**config.mk**
```make
export PLATFORM = sky130hd
export DESIGN_NAME = eia_ctrl
export DESIGN_NICKNAME = d
export VERILOG_FILES = /design/src/rtl/core/eia_pkg.sv /design/src/rtl/core/eia_ctrl.sv
export SDC_FILE = /design/constraint.sdc
export NUM_CORES = 1
export LEC_CHECK = 0
export ABC_AREA = 1
export BUFFER_PORTS_ARGS = -buffer_cell sky130_fd_sc_hd__buf_2
export CELL_PAD_IN_SITES_DETAIL_PLACEMENT = 0
export CELL_PAD_IN_SITES_GLOBAL_PLACEMENT = 1
export CORE_MARGIN = 2
export CORE_UTILIZATION = 31
export CTS_CLUSTER_SIZE = 40
export DETAILED_ROUTE_END_ITERATION = 10
export GPL_TIMING_DRIVEN = 1
export PLACE_DENSITY_LB_ADDON = 0.1
export REMOVE_ABC_BUFFERS = 1
export SLEW_MARGIN = 10
export SYNTH_ARGS = -nofsm -noshare
export SYNTH_HDL_FRONTEND = slang
export SYNTH_SLANG_ARGS = --single-unit
```
**constraint.sdc**
```tcl
create_clock -name clock -period 1.2 [get_ports clock]
set_input_delay 0.36 -clock clock [delete_from_list [all_inputs] [get_ports clock]]
set_output_delay 0.36 -clock clock [all_outputs]
set_load 0.05 [all_outputs]
```
**src/rtl/core/eia_pkg.sv**
```systemverilog
// Package: operation codes, element types and shared control types of the integer ALU.
`default_nettype none
package eia_pkg;
   localparam int unsigned DataWidth = 64;
   localparam int unsigned CsrAddrWidth = 3;
   localparam int unsigned CountWidth = 7;

   typedef logic [DataWidth-1:0] data_type;
   typedef logic [4:0] op_type;
   typedef logic [2:0] etype_type;

   localparam op_type OP_ADD = 5'd0;
   localparam op_type OP_SUB = 5'd1;
   localparam op_type OP_MUL = 5'd2;
   localparam op_type OP_DIV = 5'd3;
   localparam op_type OP_POW = 5'd4;
   localparam op_type OP_MOD = 5'd5;
   localparam op_type OP_MIN = 5'd6;
   localparam op_type OP_MAX = 5'd7;
   localparam op_type OP_AND = 5'd8;
   localparam op_type OP_OR = 5'd9;
   localparam op_type OP_XOR = 5'd10;
   localparam op_type OP_SHL = 5'd11;
   localparam op_type OP_SHR = 5'd12;
   localparam op_type OP_SHRL = 5'd13;
   localparam op_type OP_EQ = 5'd14;
   localparam op_type OP_NE = 5'd15;
   localparam op_type OP_LT = 5'd16;
   localparam op_type OP_LE = 5'd17;
   localparam op_type OP_GT = 5'd18;
   localparam op_type OP_GE = 5'd19;

   localparam logic [CsrAddrWidth-1:0] CSR_OPERATION = 3'd0;
   localparam logic [CsrAddrWidth-1:0] CSR_ELEMENT_TYPE = 3'd4;

   // datapath commands from the controller
   typedef struct packed {
      logic load;      // capture operands and set up
      logic step;      // run one iteration of div or pow
      logic mul_lo;    // first partial product pass
      logic mul_hi;    // second partial product pass
      logic finish;    // form result register
   } dp_cmd_type;

   typedef struct packed {
      logic iterative; // operation needs the bit loop
      logic multiply;  // operation needs the multiplier
      logic loop_done; // last iteration issued
      logic pow_mul;   // pow step needs multiplies
   } dp_status_type;

   function automatic data_type width_mask(input etype_type et);
      case (et[1:0])
         2'd0: width_mask = 64'h0000_0000_0000_00ff;
         2'd1: width_mask = 64'h0000_0000_0000_ffff;
         2'd2: width_mask = 64'h0000_0000_ffff_ffff;
         default: width_mask = 64'hffff_ffff_ffff_ffff;
      endcase
   endfunction

   function automatic data_type sign_bit(input etype_type et);
      case (et[1:0])
         2'd0: sign_bit = 64'h80;
         2'd1: sign_bit = 64'h8000;
         2'd2: sign_bit = 64'h8000_0000;
         default: sign_bit = 64'h8000_0000_0000_0000;
      endcase
   endfunction
endpackage
`default_nettype wire

```
**src/rtl/core/eia_ctrl.sv**
```systemverilog
// Controller: sequences load, loop steps, multiplies and result handoff.
`default_nettype none
module eia_ctrl (
   input wire logic clock,
   input wire logic reset,
   input wire logic req_valid,
   output logic req_ready,
   output logic rsp_valid,
   input wire logic rsp_ready,
   input wire eia_pkg::dp_status_type status,
   output eia_pkg::dp_cmd_type cmd
);
   import eia_pkg::*;
   typedef enum logic [5:0] {
      S_IDLE = 6'b000001,
      S_LOAD = 6'b000010,
      S_LOOP = 6'b000100,
      S_MULA = 6'b001000,
      S_MULB = 6'b010000,
      S_FIN = 6'b100000
   } state_type;
   state_type state_ff, state_in;
   logic rsp_valid_ff, rsp_valid_in;

   assign req_ready = (state_ff == S_IDLE);
   assign rsp_valid = rsp_valid_ff;

   always_comb begin
      state_in = state_ff;
      cmd = '0;
      rsp_valid_in = rsp_valid_ff & ~rsp_ready;
      case (state_ff)
         S_IDLE: begin
            if (req_valid & req_ready) begin
               cmd.load = 1'b1;
               state_in = S_LOAD;
            end
         end
         S_LOAD: begin
            if (status.multiply) begin
               state_in = S_MULA;
            end else if (status.iterative) begin
               state_in = S_LOOP;
            end else begin
               state_in = S_FIN;
            end
         end
         S_LOOP: begin
            if (status.loop_done) begin
               state_in = S_FIN;
            end else if (status.pow_mul) begin
               state_in = S_MULA;
            end else begin
               cmd.step = 1'b1;
            end
         end
         S_MULA: begin
            cmd.mul_lo = 1'b1;
            state_in = S_MULB;
         end
         S_MULB: begin
            cmd.mul_hi = 1'b1;
            if (status.multiply) begin
               state_in = S_FIN;
            end else begin
               cmd.step = 1'b1;
               state_in = S_LOOP;
            end
         end
         S_FIN: begin
            // hold until the result slot is free or is being taken
            if (~rsp_valid_ff | rsp_ready) begin
               cmd.finish = 1'b1;
               rsp_valid_in = 1'b1;
               state_in = S_IDLE;
            end
         end
         default: state_in = S_IDLE;
      endcase
   end

   always_ff @(posedge clock) begin
      if (reset) begin
         state_ff <= S_IDLE;
         rsp_valid_ff <= 1'b0;
      end else begin
         state_ff <= state_in;
         rsp_valid_ff <= rsp_valid_in;
      end
   end
endmodule
`default_nettype wire

```
; ---- Word level (Yosys, flattened, before mapping)
; Cells that the tools add are included.
[op_classes]
div_mod_pow = 0
mux = 20
n_reduce_logical = 1
mul = 0
bitwise_logic = 5
shifts = 0
eq_ne = 9
add_sub_neg = 0
magnitude_cmp = 0
[op_table]
columns = cell, count
row1 = $mux W6, 7
row2 = $pmux W6 S6, 1
row3 = $mux W1, 11
row4 = $eq A6 B1 Y1 const B, 1
row5 = $eq A6 B2 Y1 const B, 1
row6 = $eq A6 B3 Y1 const B, 1
row7 = $eq A6 B4 Y1 const B, 1
row8 = $eq A6 B5 Y1 const B, 1
row9 = $eq A6 B6 Y1 const B, 1
row10 = $ne A3 B3 Y1 const B, 1
row11 = $reduce_and A3 Y1, 1
row12 = $and A1 B1 Y1, 2
row13 = $ne A2 B1 Y1 const B, 1
row14 = $ne A2 B2 Y1 const B, 1
row15 = $not A1 Y1, 2
row16 = $pmux W1 S2, 1
row17 = $or A1 B1 Y1, 1
[totals]
mem_bits_ro = 0
reg_bits = 7
input_bits = 8
out_inout_bits = 7
memories = 0
word_cells = 37
latch_bits = 0
ram_bits = 0

; ---- Logic depth before layout (Yosys ltp)
[logic_depth]
word_depth = 4
ltp_mapped = 8
depth_no_buf = 8

; ---- Least setup slack after synthesis
; OpenSTA, ideal clock, no wires.
[synth_timing]
kind = flip-flop to output port
from = reg state_ff[3]
to = out cmd[3] (netlist name)
required_ps = 840
t_arrival_ps = 1757
path_buffers = 0
stages_incl_launch_ff = 6
setup_slack_ps = -917
path_cell_list = dfxtp_1 > inv_1 > nand2_1 > nor2_1 > nand2_1 > o21ai_0
[synth_lines]
columns = element, line_no
row1 = from (decl), eia_ctrl.sv:22  ; state_type state_ff, state_in;
row2 = from (signal assigned), eia_ctrl.sv:87  ; state_ff <= state_in;
row3 = to (decl), eia_ctrl.sv:11  ; output eia_pkg::dp_cmd_type cmd

==> flow_summary_export.csv <==
group,metric,value,unit
drt,drc,0,
place,pre_cts_ws,-0.308,ns
setup_path,cp.arrival,1.22,ns
timing,drv_slew,0,
timing,slew_headroom,87.2,%
timing,hold_viol,0,
die,die_x,43.0,um
power,cellLeakagePower,0.000505,uW
grt,top_usage_layer,"met2",
timing,skew,0.00129,ns
drt,vias,667,
layout,layout-drive-gt1-share,70.6,%
setup_path,critPathKind,"reg2out",
cts,htreeDepth,1,
die,placement_rows,14,
timing,clock.fmax,632,MHz
cts,clk_root_buffer_cell,"clkbuf_4",
flow_run,cap_violations,0,
drt,dr.pass1.iters,3,
setup_path,slowest_stage,"dfxtp_4",
logic_synthesis,ys.flop_type,"dfxtp_1",
drt,drtAntennaViolNets,0,
logic_synthesis,synth_area,472,um2
logic_synthesis,ys_seq_area_share,29.7,%
hold_path,holdCritPathClass,"in2reg",
grt,grt_pass1_vias,657,
outcome,status,"complete, but fails checks",
logic_synthesis,synth_seq_cells,7,
die,die_area,0.00185,mm2
logic_synthesis,yosysTopAreaCell,"dfxtp_1",
grt,grtUsageTotal,18.6,%
drt,routed_wl,1550,um
drt,drt_iter0_markers,10,
logic_synthesis,synth_common_cells,"nor2_1, inv_1, nand3_1, nand2_1, dfxtp_1",
timing,finalSetupViolations,11,
timing,rsz0062_at_grt,"yes",
cts,clock-sinks,7,
setup_path,reg2regPathDepth,10,
grt,met1_usage,19.8,%
grt,grt_pass1_wl,2570,um
power,ir_worst_vdd,0.620,mV
logic_synthesis,synth.distinct_cells,15,
timing,worst_slack,-0.382,ns
setup_path,worstPathCellList,"inv_4 > nand2_4 > nor2_4 > nand2_4 > buf_6 > inv_4 > buf_8",
cts,numCtsBuffers,3,
grt,global_route.usage.met2,30.6,%
timing,worstMarginPinSlew,0.192,ns
die,core_area,0.00147,mm2
die,ios,15,
cts,clock_latency,0.25,ns
cts,cts_max_path_buffers,2,
logic_synthesis,yosys_warnings,0,
logic_synthesis,synth.avg_cell_area,6.21,um2
place,gp_congestion,0.770,
layout,area_growth_syn_to_layout,119,%
logic_synthesis,synth_most_common_cell,"nor2_1",
grt,grt_use_met3,4.26,%
setup_path,cp.required,0.84,ns
outcome,violations,"setup timing",
logic_synthesis,synth_top_area_share,29.7,%
cts,tritoncts,"done",
logic_synthesis,synth-async-reset-ratio,0,%
setup_path,critPathMaxStageDelay,0.36,ns
layout,utilization,70.3,%
power,powerDensity,720,mW/mm2
grt,antenna_found_initial,0,
layout,num-nets-final,135,
cts,clk_pin_slew_worst_paths,0.05,ns
logic_synthesis,synth_area_leaders,"dfxtp_1, nor2_1, inv_1",
layout,antenna_cells,0,
drt,avgRoutedWirePerCell,10.9,um
setup_path,critPathMaxFanout,3,
place,dp_hpwl,1060,um
grt,grt_max_degree,8,
logic_synthesis,synth_edf_count,0,
logic_synthesis,syn_inst,76,
grt,grt_overflow,0,
die,die_y,43.0,um
setup_path,crit_path_end_kind,"primary output",
drt,avgViaCountPerCell,4.70,
timing,min_period,1.58,ns
place,port-buffer-count,14,
hold_path,hold_depth,2,
setup_path,startpoint_type,"flop",
timing,finalCritPeriodShare,132,%
die,initial_core_util,32.1,%
-- registers in the layout (all words and copies together), names as in the netlist --
register / count
rsp_valid: 1
state_ff: 6
-- critical path, delay by kind of cell (launching register included) --
family	cells	cell delay [ns]
DFF	1	0.36
buffers and inverters	4	0.35
and+or+nand+nor	3	0.27
-- final timing paths --
check / startpoint / end / slack [ns]
worst max-delay path: state_ff[3] / cmd[1] / -0.38
worst min-delay path: reset / state_ff[3] / 0.36
worst max register to register: state_ff[3] / state_ff[0] / -0.32
worst min register to register: rsp_valid / rsp_valid / 0.62
-- cell families (layout without fill, tap and decap cells) --
group | Yosys count | after routing | share of synthesized area (%)
simple gates | 50 | 50 | 53.8
flops | 7 | 7 | 29.7
buf+inv | 15 | 65 | 11.9
compound gates | 4 | 4 | 4.51
-- placed cells by master, fill, tap and decap left out, drive strengths merged --
cell type / n
nor2: 23
o21ai: 1
nor3: 3
dfxtp: 7
buf: 45
nand2: 9
inv: 15
o22ai: 1
nand3: 12
nand4: 3
a21oi: 2
clkbuf: 5
-- power by group --
group	total (uW)	internal, uW	switching [uW]
registers	254	238	15.2
logic	284	134	150
clock network	207	127	80.9
total	745	499	246
-- repair_timing --
item / 4_1_cts / 5_1_grt
hold buffers: 0 / 0
pin swaps: 6 / 11
setup endpoints to repair: 9 / 13
buffers inserted: 8 / 7
gates resized for setup: 39 / 31
-- cell type report --
class | count | area [um2]
fill | 127 | 437
sequential | 7 | 158
inverter | 15 | 68.8
multi-input combinational | 54 | 389
timing repair buffer | 46 | 373
tap | 16 | 20.0
clock buffer | 4 | 26.3
-- metrics by stage --
stage               TNS [ns]  total power [uW]  instance area [um2]  hold WS [ns]  cells
floorplan              -2.45               354                  472         0.429     76
global placement       -1.38               442                  704         0.606    125
detailed placement     -1.44               444                  704         0.607    125
CTS                    -2.69               724                  892         0.356    137
global route           -3.81               800                 1030         0.353    142
finish                 -2.99               745                 1030         0.365    142
-- routing by layer --
layer  routed length, um  share of wire [%]  vias up
met1                 675                 44      302
met2                 745                 48       18
met5                   0                  0        -
met3                  66                4.3        8
li1                    -                  -      339
met4                  61                3.9        0
Note: power is estimated with default switching activity, not from simulation.
